--- src/rtl/core/flash_image_crc32_checker_macros.svh ---
// Assertion macros shared by the checker's RTL files.
`ifndef FLASH_IMAGE_CRC32_CHECKER_MACROS_SVH
`define FLASH_IMAGE_CRC32_CHECKER_MACROS_SVH

`ifndef ASSERT_OFF

// Property must hold at every clock edge outside reset.
`define FICC_ASSERT(label, clk, rst_n, prop, msg) \
  label: assert property (@(posedge clk) disable iff (!(rst_n)) (prop)) else $error(msg);

// Expression must never be true outside reset.
`define FICC_ASSERT_NEVER(label, clk, rst_n, expr, msg) \
  label: assert property (@(posedge clk) disable iff (!(rst_n)) !(expr)) else $error(msg);

`else

`define FICC_ASSERT(label, clk, rst_n, prop, msg)
`define FICC_ASSERT_NEVER(label, clk, rst_n, expr, msg)

`endif

`endif

--- src/rtl/core/ficc_pkg.sv ---
`default_nettype none

package ficc_pkg;

  localparam int unsigned CrcW            = 32;
  localparam int unsigned ByteW           = 8;
  localparam int unsigned FlashSizeW      = 25;
  localparam int unsigned FlashAddrBitsDef = 24;

  localparam logic [CrcW-1:0]  CrcPoly  = 32'hEDB8_8320;
  localparam logic [ByteW-1:0] FillByte = 8'hFF;

  // Commands from controller to datapath
  typedef struct packed {
    logic fold_in;    // fold the accepted input beat
    logic fold_fill;  // fold one 0xFF padding byte
    logic load_out;   // capture result, restart image
  } dp_cmd_t;

  // Status from datapath to controller
  typedef struct packed {
    logic pad_done;   // byte count reached the padded size
  } dp_sts_t;

  // Reflected CRC-32 table entry for one index byte
  function automatic logic [CrcW-1:0] crc_table_f(input logic [ByteW-1:0] idx);
    logic [CrcW-1:0] c;
    c = {{(CrcW-ByteW){1'b0}}, idx};
    for (int b = 0; b < ByteW; b++) begin
      c = c[0] ? ((c >> 1) ^ CrcPoly) : (c >> 1);
    end
    return c;
  endfunction

  // One byte-wise CRC update
  function automatic logic [CrcW-1:0] crc_fold_f(input logic [CrcW-1:0]  crc,
                                                 input logic [ByteW-1:0] data);
    return crc_table_f(crc[ByteW-1:0] ^ data) ^ (crc >> ByteW);
  endfunction

endpackage

`default_nettype wire

--- src/rtl/core/ficc_dp.sv ---
`default_nettype none
`include "flash_image_crc32_checker_macros.svh"

module ficc_dp #(
  parameter int unsigned FlashAddrBits = ficc_pkg::FlashAddrBitsDef
) (
  input  wire logic                             clk_i,
  input  wire logic                             rst_ni,
  input  wire ficc_pkg::dp_cmd_t                cmd_i,
  output      ficc_pkg::dp_sts_t                sts_o,
  input  wire logic                             cfg_we_i,
  input  wire logic [ficc_pkg::FlashSizeW-1:0]  cfg_flash_size_i,
  input  wire logic [ficc_pkg::ByteW-1:0]       data_byte_i,
  input  wire logic [ficc_pkg::CrcW-1:0]        expected_crc_i,
  output      logic [ficc_pkg::CrcW-1:0]        image_crc_o,
  output      logic                             crc_match_o
);

  localparam int unsigned CntW = FlashAddrBits + 1;
  localparam int unsigned CmpW = (CntW > ficc_pkg::FlashSizeW) ? CntW : ficc_pkg::FlashSizeW;
  localparam logic [CmpW-1:0] Limit = CmpW'(1) << FlashAddrBits;

  logic [ficc_pkg::FlashSizeW-1:0] flash_size_q;
  logic [ficc_pkg::CrcW-1:0]       crc_q, crc_d;
  logic [CntW-1:0]                 cnt_q, cnt_d;
  logic [ficc_pkg::CrcW-1:0]       exp_q;
  logic [ficc_pkg::CrcW-1:0]       res_crc_q;
  logic                            res_match_q;
  logic [CmpW-1:0]                 size_ext, target, cnt_ext;
  logic [ficc_pkg::ByteW-1:0]      fold_byte;

  // Padding target, clamped to the addressable flash
  assign size_ext = CmpW'(flash_size_q);
  assign target   = (size_ext > Limit) ? Limit : size_ext;
  assign cnt_ext  = CmpW'(cnt_q);
  assign sts_o.pad_done = (cnt_ext >= target);

  assign fold_byte = cmd_i.fold_fill ? ficc_pkg::FillByte : data_byte_i;

  // Next CRC and count
  always_comb begin
    crc_d = crc_q;
    cnt_d = cnt_q;
    if (cmd_i.load_out) begin
      crc_d = '0;
      cnt_d = '0;
    end else if (cmd_i.fold_in || cmd_i.fold_fill) begin
      crc_d = ficc_pkg::crc_fold_f(crc_q, fold_byte);
      if (cnt_ext < Limit) begin
        cnt_d = cnt_q + CntW'(1);
      end
    end
  end

  // Control state: running CRC, count, flash size
  always_ff @(posedge clk_i or negedge rst_ni) begin
    if (!rst_ni) begin
      crc_q        <= '0;
      cnt_q        <= '0;
      flash_size_q <= '0;
    end else begin
      crc_q <= crc_d;
      cnt_q <= cnt_d;
      if (cfg_we_i) begin
        flash_size_q <= cfg_flash_size_i;
      end
    end
  end

  // Payload registers
  always_ff @(posedge clk_i) begin
    if (cmd_i.fold_in) begin
      exp_q <= expected_crc_i;
    end
    if (cmd_i.load_out) begin
      res_crc_q   <= crc_q;
      res_match_q <= (crc_q == exp_q);
    end
  end

  assign image_crc_o = res_crc_q;
  assign crc_match_o = res_match_q;

  `FICC_ASSERT_NEVER(a_cnt_sat, clk_i, rst_ni, cnt_ext > Limit, "byte count above limit")
  `FICC_ASSERT(a_restart, clk_i, rst_ni, cmd_i.load_out |=> (crc_q == '0 && cnt_q == '0),
               "image state not cleared after result")
  `FICC_ASSERT_NEVER(a_fill_past, clk_i, rst_ni, cmd_i.fold_fill && sts_o.pad_done,
                     "padding past target")

endmodule

`default_nettype wire

--- config.mk ---
export PLATFORM = sky130hd
export DESIGN_NAME = ficc_dp
export DESIGN_NICKNAME = d
export VERILOG_FILES = /design/src/rtl/core/ficc_pkg.sv /design/src/rtl/core/ficc_dp.sv
export VERILOG_INCLUDE_DIRS = /design/src /design/src/rtl/core
export SDC_FILE = /design/constraint.sdc
export NUM_CORES = 1
export LEC_CHECK = 0
export BUFFER_PORTS_ARGS = -buffer_cell sky130_fd_sc_hd__buf_4
export CAP_MARGIN = 15
export CORE_MARGIN = 5
export CORE_UTILIZATION = 41
export DETAILED_ROUTE_END_ITERATION = 8
export GPL_ROUTABILITY_DRIVEN = 0
export PLACE_DENSITY = 0.59
export SLEW_MARGIN = 25
export SYNTH_ARGS = -nofsm -noshare
export SYNTH_HDL_FRONTEND = slang
export SYNTH_SLANG_ARGS = --single-unit
--- constraint.sdc ---
create_clock -name clk_i -period 7.4 [get_ports clk_i]
set_input_delay 1.11 -clock clk_i [delete_from_list [all_inputs] [get_ports clk_i]]
set_output_delay 1.11 -clock clk_i [all_outputs]
set_load 0.005 [all_outputs]
# Word level (Yosys, flattened, before mapping)
# Cells that the tools add are included.
[totals]
register_bits = 147
output_inout_bits = 34
[op_classes]
order_cmp = 3
n_reduce_logical = 4
n_mux = 15
n_addsub = 1
n_eq_ne = 1
n_bitwise = 10
[op_table]
columns = ["operator", "count"]
rows = [
  ["$mux W32", 10],
  ["$mux W25", 4],
  ["$not A13 Y14", 7],
  ["$eq A32 B32 Y1", 1],
  ["$xor A32 B24 Y32", 1],
  ["$add A25 B1 Y25 const B", 1],
  ["$ge A25 B25 Y1", 1],
  ["$gt A25 B25 Y1 const B", 1],
  ["$lt A25 B25 Y1 const B", 1],
  ["$not A1 Y14", 1],
  ["$mux W8", 1],
  ["$xor A8 B8 Y8", 1],
  ["$reduce_bool A2 Y1", 2],
  ["$reduce_and A2 Y1", 1],
  ["$logic_or A1 B1 Y1", 1],
]

# Longest topological paths before layout
# Gate-level depths: netlist of the first run.
[depth]
word_depth = 21
depth_mapped = 12

# Worst setup path after synthesis of the first run
# Ideal clock, no wire load.
[synth_path]
kind = "register to output"
start = "reg flash_size_q[18] (netlist name)"
end = "out sts_o"
slack_ps = 3432
n_path_buf = 1
stages_incl_launch_ff = 13
t_required_ps = 6290
arrival_ps = 2858
path_cell_list = "dfrtp_1 -> nor4_1 -> nand4_1 -> o21ai_1 -> clkbuf_1 -> nand2_1 -> ha_1 -> nand4_1 -> or3_1 -> or2_2 -> o22ai_1 -> a211oi_1 -> o31ai_1"
[synth_via]
elab_chain_cells = 3
[synth_lines]
columns = ["element", "line", "text"]
rows = [
  ["start, declared", "ficc_dp.sv:23", "logic [ficc_pkg::FlashSizeW-1:0] flash_size_q;"],
  ["start signal, assigned", "ficc_dp.sv:65", "flash_size_q <= cfg_flash_size_i;"],
  ["$gt A25 B25 Y1", "ficc_dp.sv:34", "assign target = (size_ext > Limit) ? Limit : size_ext;"],
  ["$mux W25 *", "ficc_dp.sv:34", ""],
  ["$ge A25 B25 Y1 *", "ficc_dp.sv:36", "assign sts_o.pad_done = (cnt_ext >= target);"],
  ["end, declared", "ficc_dp.sv:10", "output ficc_pkg::dp_sts_t sts_o,"],
]
# Every way passes the cells marked *; elsewhere a longest branch is shown, timed or not.

# Worst setup path after layout of the first run
# Same ends and word-level chain as after synthesis.

==> results of run 1 <==
[metrics by stage]
step / cell area (um2) / cells / util / power, mW / hold WS, ns
2_1_floorplan: 7062 / 571 / - / 1.934 / 0.4196
3_3_place_gp: 8066 / 884 / 0.4713 / 2.218 / 0.5057
3_5_place_dp: 8066 / 884 / 0.4713 / 2.231 / 0.5215
4_1_cts: 8611 / 916 / 0.5031 / 3.038 / 0.5351
5_1_grt: 8615 / 916 / 0.5033 / 3.183 / 0.5557
6_report: 8615 / 916 / 0.5033 / 3.004 / 0.5324
[area by class of cell]
cell class,instances,area (um2)
Clock buffer,19,432.9
Clock inverter,13,111.4
Fill cell,1516,8502
Inverter,4,15.01
Multi-Input combinational cell,403,2978
Sequential cell,147,4004
Tap cell,225,281.5
Timing Repair Buffer,105,792.0
[cells in the mapped netlist (2+ instances only)]
master | n | share of area
dfrtp_1 | 82 | 0.29
and4_1 | 2 | 0.0025
ha_1 | 26 | 0.046
a21oi_1 | 11 | 0.0078
buf_2 | 2 | 0.0014
xnor2_1 | 59 | 0.073
xor2_1 | 60 | 0.074
o21ai_0 | 35 | 0.025
nor2_1 | 37 | 0.020
a211oi_1 | 2 | 0.0021
and3_1 | 8 | 0.0071
xnor2_2 | 3 | 0.0069
a21o_1 | 7 | 0.0074
inv_1 | 3 | 0.0016
o21ai_1 | 2 | 0.0014
xnor3_1 | 4 | 0.013
nand2_1 | 62 | 0.033
or3_1 | 5 | 0.0044
nand3_1 | 7 | 0.0050
mux2_2 | 24 | 0.038
edfxtp_1 | 65 | 0.28
a22o_1 | 5 | 0.0062
nand4_1 | 15 | 0.013
buf_4 | 2 | 0.0021
nor4_1 | 14 | 0.012
clkbuf_1 | 12 | 0.0064
[layer usage]
layer / vias up / GRT usage / routed length, um
met1: 2242 / 0.2042 / 6661
li1: 2228 / - / -
met5: - / 0 / 0
met4: 0 / 0.05201 / 267
met2: 112 / 0.2719 / 7745
met3: 21 / 0.04376 / 813
[kinds of logic (layout without fill, tap and decap cells)]
kind of cell | Yosys count | in the layout | synth area share
AO/OA/AOI/OAI | 70 | 70 | 0.05883
buffers and inverters | 21 | 141 | 0.01258
XOR/XNOR | 128 | 128 | 0.1751
adder cells (fa/ha/maj) | 26 | 26 | 0.04607
multiplexers | 25 | 25 | 0.03969
AND/OR/NAND/NOR | 154 | 154 | 0.1008
flip-flops | 147 | 147 | 0.5670
[state kept, by name, summed over array words and instances, names as in the netlist]
name and count:
image_crc_o 32, crc_q 32, crc_match_o 1, flash_size_q 25, exp_q 32, cnt_ext 25
[how the worst max path moves through the flow]
stage	slack, ns	endpoint	startpoint
2_1_floorplan	3.43	sts_o	flash_size_q[18]$_DFFE_PN0P_
3_3_place_gp	2.80	sts_o	flash_size_q[0]$_DFFE_PN0P_
4_1_cts	2.26	sts_o	flash_size_q[0]$_DFFE_PN0P_
5_1_grt	1.85	sts_o	flash_size_q[21]$_DFFE_PN0P_
6_report	2.25	sts_o	flash_size_q[18]$_DFFE_PN0P_
3_5_place_dp	2.72	sts_o	flash_size_q[18]$_DFFE_PN0P_
[power breakdown]
| group | leakage [nW] | total (mW) | switching, mW | internal, mW |
|---|---|---|---|---|
| clock network | 0.261 | 0.798 | 0.337 | 0.461 |
| registers | 1.71 | 1.16 | 0.147 | 1.02 |
| logic | 1.75 | 1.04 | 0.493 | 0.552 |
[worst register-to-register path, stage by stage (launching register included)]
cell and delay (ns):
dfrtp_1 0.43, o21bai_2 0.26, a21oi_1 0.56, nand4_1 0.40, or3_1 0.43, a21oi_1 0.16
==> metrics.md, run 1 <==
| Metric | Value |
|---|---|
| Layout cell share with drive strength beyond 1 | 0.2417 |
| CTS Buf Count | 17 |
| F_max | 0.1942 GHz |
| Reg2reg setup slack | roughly 5 ns |
| Primary FF master, synth | dfrtp_1 |
| Reg-to-Reg End | cnt_ext[23]$_DFFE_PN0P_ |
| Arr. time, crit path | 4.04 ns |
| Layout area overhead | 21.99% |
| Full die area | 19950 um2 |
| FP Rows | 48 |
| Post-synth EDFFs | 65 |
| Total grt overflow | 0 |
| Clk_lat worst skew | about 0.42 ns |
| Hold path startpoint | flash_size_q[0]$_DFFE_PN0P_ |
| Routed len/inst | 16.91 um |
| Mean Syn Cell Area | 12.37 um2 |
| Worst slew pin tran | 0.9686 ns |
| Clock root buffer | clkbuf_16 |
| DRT Pass-1 Iters | 4 |
| I/O pin count | about 110 |
| CTS tree | done |
| Synth Instances | 571 |
| Dpl ws | between 2 and 3 ns |
| Maximum fanout along the worst path | 16 |
| Post-synthesis async set-or-reset flop share | 0.5578 |
| YS warnings | 0 |
| Power density over the cells | 348.7 nW/um2 |
| Final WL | 15490 um |
| Setup crit end kind | output port |
| Final period util | 0.6959 |
| Nets | 775 |
| P_leak | 3.724 nW |
| Initial antenna violation count | 0 |
| CP peak stage delay | ~0.74 ns |
| Rel. slew slack | 0.3542 |
| Post-CTS Hold Buffers | 0 |
| CP max stage cell | o21ai_1 |
| Most common cell after layout, fill and taps aside | buf_4 |
| Yosys reg bits | 147 |
| Sequential element share of the synthesized area | 0.5670 |
| Residual DRC | 0 |
| Post-CTS Setup Inserts | 0 |
| Syn nets | 668 |
| Hold crit path type | register to register |
| Final setup fails | 0 |
| Global-route wire length before repair | 25190 um |
| GRT Total Usage | 0.1621 |
| Max Cap Violations | 0 |
| Status | complete, no violations |
| Worst setup SP type | register |
| Die Span X | roughly 140 um |
| Crit path max-delay family | simple AND/OR/NAND/NOR gates |
| Total inserted antenna cells | 0 |
| DP Wirelength | 11220 um |
| Clock buffer depth | 2 |
| Final Hold Viols | 0 |
| H-tree depth | 4 |
| Vias/cell | 5.025 |
| Detailed Route Iter0 Violations | 185 |
| Crit path required time | 6.29 ns |
| Unrepaired setup endpoints after global routing | false |
| Core area | 17120 um2 |
| Crit-path cells | nor4_1 -> nand4_1 -> o21ai_1 -> nand2_1 -> ha_1 -> nand4_1 -> or3_1 -> or2_2 -> o22ai_1 -> a211oi_1 -> o31ai_1 -> buf_4 |
| Final worst path period need | between 5 and 6 ns |
| Vias in the first global route | 4776 |
| Unique masters post-synth | 43 |
| Die Y | 141.2 um |
| Most frequent cells in the layout | buf_4 (104), dfrtp_1 (82), edfxtp_1 (65) |
| Hold Path Stages | 1 |
| Crit path buffers/inverters | 1 |
| Initial core utilization | 0.4126 |
| Cell depth of the worst flop-to-flop path | 5 |
| Setup TNS | 0 ns |
| CTS Sinks | 147 |
| PnR worst setup slack | about 2.3 ns |
| Reg-to-reg startpoint | cnt_ext[24]$_DFFE_PN0P_ |
| Post-route ant nets | 0 |
| Port bufs | 104 |
| Vias | roughly 4600 |
| Pins Over Slew Limit | 0 |
| Maximum vdd drop | 0.2087 mV |
| WHS Endpoint | flash_size_q[0]$_DFFE_PN0P_ |
| Critical Path Stages | 12 |
| Syn Std Cell Area | 7062 um2 |
| Critical Path Most Common Cell | nand4_1 |
| Reg clk slew, reported paths | 0.06 ns |
| Crit path kind | register to output port |
| Largest net degree at the start of global routing | 83 |
| Clock skew | 0.005971 ns |
| CTS resizes | 0 |
(Power assumes the default switching activity.)
==> run 2, diff against run 1 <==
- PLACE_DENSITY: 0.59 -> 0.61
- clock period: 7.4 -> 4.2 ns (I/O delays scaled with it)
==> run 2 against run 1 <==
- global-route usage rose by 0.41 points
- non-clock buffer count grew 6
- highest routed layer unchanged
- setup slack worse by 2.1 ns
- total power up 80%
- design area grew 1.7%
==> metrics.md, run 2 (synthesis results as in run 1) <==
| Metric | Value |
|---|---|
| Status | complete, no violations |
| Clk_lat worst skew | 0.43 ns |
| Initial core utilization | 0.4126 |
| Min Hold Slack | approximately 0.27 ns |
| Final worst path period need | 4.038 ns |
| Residual DRC | 0 |
| CP peak stage delay | just over 0.4 ns |
| Initial antenna violation count | 0 |
| Most frequent cells in the layout | buf_4 (110), dfrtp_1 (82), edfxtp_1 (65) |
| Crit path required time | 3.57 ns |
| Vias/cell | 5.012 |
| Switching portion of total power | 0.3165 |
| Worst slew pin tran | around 0.95 ns |
| CP max stage cell | dfrtp_1 |
| I/O pin count | 105 |
| F_max | 0.2476 GHz |
| Cell depth of the worst flop-to-flop path | 5 |
| Sw power | 1.715 mW |
| Post-route ant nets | 0 |
| Die Y | 141.2 um |
| Post-CTS Hold Buffers | 0 |
| Maximum vdd drop | 0.3191 mV |
| Total grt overflow | 0 |
| Rel. slew slack | 0.3605 |
| Comb pwr share | 0.343 |
| Layout area overhead | 24.06% |
| P_leak | ~3.8 nW |
| Total inserted antenna cells | 0 |
| DP Wirelength | 11580 um |
| Die Span X | ~140 um |
| Max Cap Violations | 0 |
| Reg-to-reg startpoint | cnt_ext[24]$_DFFE_PN0P_ |
| Final Hold Viols | 0 |
| Clock skew | 0.01403 ns |
| Maximum fanout along the worst path | 7 |
| Hold crit path type | input port to async pin |
| Final WL | ~16000 um |
| H-tree depth | 4 |
| CTS Sinks | 147 |
| Reg-to-Reg End | cnt_ext[23]$_DFFE_PN0P_ |
| GRT Total Usage | 0.1662 |
| CTS Buf Count | 17 |
| Pint | 3.704 mW |
| FP Rows | 48 |
| Vias in the first global route | 4975 |
| Vias | ~4600 |
| FF/Latch Area | 4004 um2 |
| Final Power | 5.419 mW |
| Most common cell after layout, fill and taps aside | buf_4 |
| Critical Path Most Common Cell | nand4_1 |
| Worst Setup SP | flash_size_q[3]$_DFFE_PN0P_ |
| Final period util | 0.9615 |
| Clock power frac | 0.278 |
| Multi-input gate area | 3042 um2 |
| Crit path max-delay family | simple AND/OR/NAND/NOR gates |
| Clock buffer depth | 2 |
| CTS tree | done |
| Largest net degree at the start of global routing | 60 |
| Flop pwr share | 0.379 |
| Layout cell share with drive strength beyond 1 | 0.2597 |
| Critical Path Stages | 13 |
| Setup TNS | 0 ns |
| Setup crit end kind | output port |
| Power density over the cells | a little over 600 nW/um2 |
| Arr. time, crit path | roughly 3.4 ns |
| Port bufs | approximately 100 |
| Final setup fails | 0 |
| Full die area | 19950 um2 |
| Fillers | 1520 |
| Crit-path cells | nor4_2 -> nand4_1 -> o21ai_2 -> buf_6 -> nand2_1 -> ha_4 -> nand4_1 -> or3_4 -> or2_2 -> o22ai_2 -> a211oi_1 -> o31ai_1 -> buf_4 |
| Global-route wire length before repair | around 26000 um |
| CP Capture Point | sts_o |
| Routed len/inst | 17.20 um |
| Worst setup SP type | register |
| DRT Pass-1 Iters | 4 |
| Reg2reg setup slack | ~1.9 ns |
| Pins Over Slew Limit | 0 |
| Reg clk slew, reported paths | 0.06 ns |
| Clock root buffer | clkbuf_16 |
| Crit path kind | register to output port |
| Detailed Route Iter0 Violations | 295 |
| Nets | 781 |
| Core area | around 17000 um2 |
| Crit path buffers/inverters | 2 |
[run 2: worst register-to-register path, stage by stage, from the launching register on]
cell and delay, ns:
dfrtp_1 0.42, o21bai_2 0.26, a21oi_1 0.54, nand4_1 0.40, or3_1 0.44, a21oi_1 0.18
[run 2: repair_timing]
item	4_1_cts	5_1_grt
setup buffers	0	3
hold endpoints to repair	0	0
setup endpoints to repair	0	1
resized for setup	0	11
[run 2: worst min path at each step]
stage                                              end  slack [ns]
final                     flash_size_q[14]$_DFFE_PN0P_        0.27
after global routing      flash_size_q[23]$_DFFE_PN0P_        0.32
after CTS                 flash_size_q[24]$_DFFE_PN0P_        0.29
after detailed placement   flash_size_q[2]$_DFFE_PN0P_        0.53
after global placement     flash_size_q[0]$_DFFE_PN0P_        0.51
after floorplan                 cnt_ext[0]$_DFFE_PN0P_        0.33
[run 2: per-layer routing]
layer | routed length (um) | vias to the layer above | share of wire | GRT usage
met5 | 0 | - | 0 | 0
met4 | 142 | 0 | 0.0090 | 0.05252
met3 | 789 | 15 | 0.050 | 0.04579
met2 | 8137 | 107 | 0.51 | 0.2877
met1 | 6787 | 2265 | 0.43 | 0.2013
li1 | - | 2234 | - | -
[run 2: power groups by stage]
stage          registers, mW  clock network [mW]  logic [mW]
6_report                2.05                1.51        1.86
3_3_place_gp            2.08                   0        1.83
5_1_grt                 2.09                1.61        2.03
3_5_place_dp            2.09                   0        1.85
4_1_cts                 2.06                1.53        1.87
2_1_floorplan           1.98                   0        1.42
[run 2: through the flow]
stage          setup WS, ns    util  cells  area, um2
3_3_place_gp         0.5589  0.4726    887       8089
3_5_place_dp         0.5202  0.4726    887       8089
4_1_cts             0.04807  0.5066    919       8671
5_1_grt            -0.03184  0.5118    922       8761
6_report             0.1617  0.5118    922       8761
2_1_floorplan        0.7117       -    571       7062
[run 2: layout make-up]
type	count	share of cell area
Timing Repair Buffer	111	0.09554
Clock inverter	10	0.01571
Sequential cell	147	0.4570
Inverter	4	0.001714
Clock buffer	22	0.05070
Multi-Input combinational cell	403	0.3472
Tap cell	225	0.03213
==> run 3, diff against run 2 <==
- SETUP_SLACK_MARGIN: not set -> 0.3
==> run 3 against run 2 <==
- utilization increased by 1.1 points
- design area increased by 2.1%
- flip-flop and latch count unchanged
- via count increased by 1.6%
- sequential power about the same
- setup slack improved by 0.069 ns
- clock-buffer cell count unchanged
- register-to-register slack got worse by 0.04 ns
- clock power about the same
- critical path type unchanged
- largest cell class unchanged
- largest power group unchanged
==> metrics.md, run 3 (synthesis results as in run 1) <==
| Metric | Value |
|---|---|
| Vias | 4695 |
| Final Power | 5.459 mW |
| Initial core utilization | 0.4126 |
| Largest net degree at the start of global routing | 60 |
| Most frequent cells in the layout | buf_4 (118), dfrtp_1 (82), edfxtp_1 (65) |
| Maximum vdd drop | 0.3289 mV |
| Reg-to-Reg End | cnt_ext[23]$_DFFE_PN0P_ |
| Unrepaired setup endpoints after global routing | true |
| Clock skew | 0.01928 ns |
| Pins Over Slew Limit | 0 |
| Port bufs | 104 |
| Total inserted antenna cells | 0 |
| Max Cap Violations | 0 |
| Final worst path period need | 3.970 ns |
| Worst slew pin tran | roughly 0.96 ns |
| Power density over the cells | 610.4 nW/um2 |
| Multi-input gate area | 3152 um2 |
| F_max | 0.2519 GHz |
| CP Capture Point | sts_o |
| Clock buffer depth | 2 |
| FF/Latch Area | 4004 um2 |
| Post-route ant nets | 0 |
| Status | complete, no violations |
| Nets | 790 |
| Area after DPL | 8089 um2 |
| PnR worst setup slack | 0.2304 ns |
| Maximum fanout along the worst path | 6 |
| FP Rows | 48 |
| P_leak | 3.841 nW |
| Global-route wire length before repair | 26410 um |
| GRT Total Usage | 0.1701 |
| Final period util | 0.9451 |
| Crit path required time | 3.57 ns |
| Clock root buffer | clkbuf_16 |
| Detailed Route Iter0 Violations | 299 |
| DP Wirelength | 11580 um |
| Worst setup SP type | register |
| Most common cell after layout, fill and taps aside | buf_4 |
| Core area | 17120 um2 |
| Total grt overflow | 0 |
| Layout cell share with drive strength beyond 1 | 0.2904 |
| Arr. time, crit path | 3.34 ns |
| Hold crit path type | input port to async pin |
| Residual DRC | 0 |
| Setup TNS | 0 ns |
| Final WL | 16470 um |
| DRT Pass-1 Iters | 4 |
| Reg-to-reg startpoint | cnt_ext[24]$_DFFE_PN0P_ |
| Cell depth of the worst flop-to-flop path | 5 |
| Die Span X | 141.2 um |
| Crit path kind | register to output port |
| Reg2reg setup slack | ~1.8 ns |
| Final Hold Viols | 0 |
| Routed len/inst | approximately 18 um |
| Cell area after layout | 8942 um2 |
| Clk_lat worst skew | between 0.4 and 0.5 ns |
| CTS Sinks | roughly 150 |
| Initial antenna violation count | 0 |
| Dpl ws | 0.5202 ns |
| Rel. slew slack | 0.3596 |
| Final setup fails | 0 |
| CTS tree | done |
| Full die area | 19950 um2 |
| Reg clk slew, reported paths | 0.06 ns |
| Worst Setup SP | flash_size_q[14]$_DFFE_PN0P_ |
| CTS Buf Count | 17 |
| Vias in the first global route | approximately 5100 |
| Die Y | around 140 um |
| I/O pin count | around 110 |
| Fillers | 1487 |
| Layout area overhead | 26.63% |
| Setup crit end kind | output port |
| H-tree depth | 4 |
| Vias/cell | a little over 5 |
## run 3: cell count changes in the layout (fill, tap and decap cells not counted), sizes merged
cell	before	now
buf	111	120
## run 3: report_power, final
part | leakage [nW] | internal (mW) | switching, mW
sequential | 1.71 | 1.79 | 0.268
clock | 0.278 | 0.932 | 0.579
combinational | 1.85 | 1.00 | 0.890
## run 3: cell type report
| class | count | area share |
|---|---|---|
| flip-flops and latches | 147 | 0.4477 |
| multi-input cells | 403 | 0.3525 |
| repair buffers | 120 | 0.1016 |
| clock buffers | 22 | 0.04967 |
| well taps | 225 | 0.03148 |
| clock inverters | 10 | 0.01539 |
| inverters | 4 | 0.001679 |
## run 3: metal layers
layer | GRT usage | up-vias | share of wire
met2 | 0.2909 | 134 | 0.51
met3 | 0.04715 | 24 | 0.053
li1 | - | 2253 | -
met4 | 0.06680 | 0 | 0.019
met5 | 0 | - | 0
met1 | 0.2035 | 2284 | 0.42
## run 3: stage by stage
step / hold WS [ns] / utilization / instances
4_1_cts: 0.2866 / 0.5183 / 926
3_5_place_dp: 0.5300 / 0.4726 / 887
6_report: 0.2671 / 0.5224 / 931
3_3_place_gp: 0.5075 / 0.4726 / 887
2_1_floorplan: 0.3344 / - / 571
5_1_grt: 0.3238 / 0.5224 / 931
## run 3: worst max-delay path, stage by stage (launching register included)
cell      delay, ns
dfrtp_1        0.43
nor4_2         0.29
nand4_1        0.14
o21ai_2        0.15
buf_6          0.13
buf_4          0.12
nand2_1        0.07
ha_1           0.30
a21o_1         0.16
a21o_1         0.18
a211oi_2       0.30
o22ai_2        0.14
a211oi_2       0.26
o31ai_2        0.09
buf_4          0.15
## run 3: repair_timing
| action | in CTS | in global routing |
|---|---|---|
| setup buffers | 7 | 5 |
| pin swaps | 17 | 6 |
| endpoints found under the setup margin | 1 | 1 |
| cloned | 0 | 0 |
| hold buffers | 0 | 0 |
| resized for setup | 27 | 6 |
## run 3: how the worst min path moves through the flow
stage / cells past startpoint / slack (ns) / endpoint / startpoint
after CTS: 1 / 0.29 / flash_size_q[24]$_DFFE_PN0P_ / rst_ni
after detailed placement: 1 / 0.53 / flash_size_q[2]$_DFFE_PN0P_ / flash_size_q[2]$_DFFE_PN0P_
after floorplan: 0 / 0.33 / cnt_ext[0]$_DFFE_PN0P_ / rst_ni
final: 1 / 0.27 / flash_size_q[14]$_DFFE_PN0P_ / rst_ni
after global placement: 1 / 0.51 / flash_size_q[0]$_DFFE_PN0P_ / flash_size_q[0]$_DFFE_PN0P_
after global routing: 1 / 0.32 / flash_size_q[23]$_DFFE_PN0P_ / rst_ni
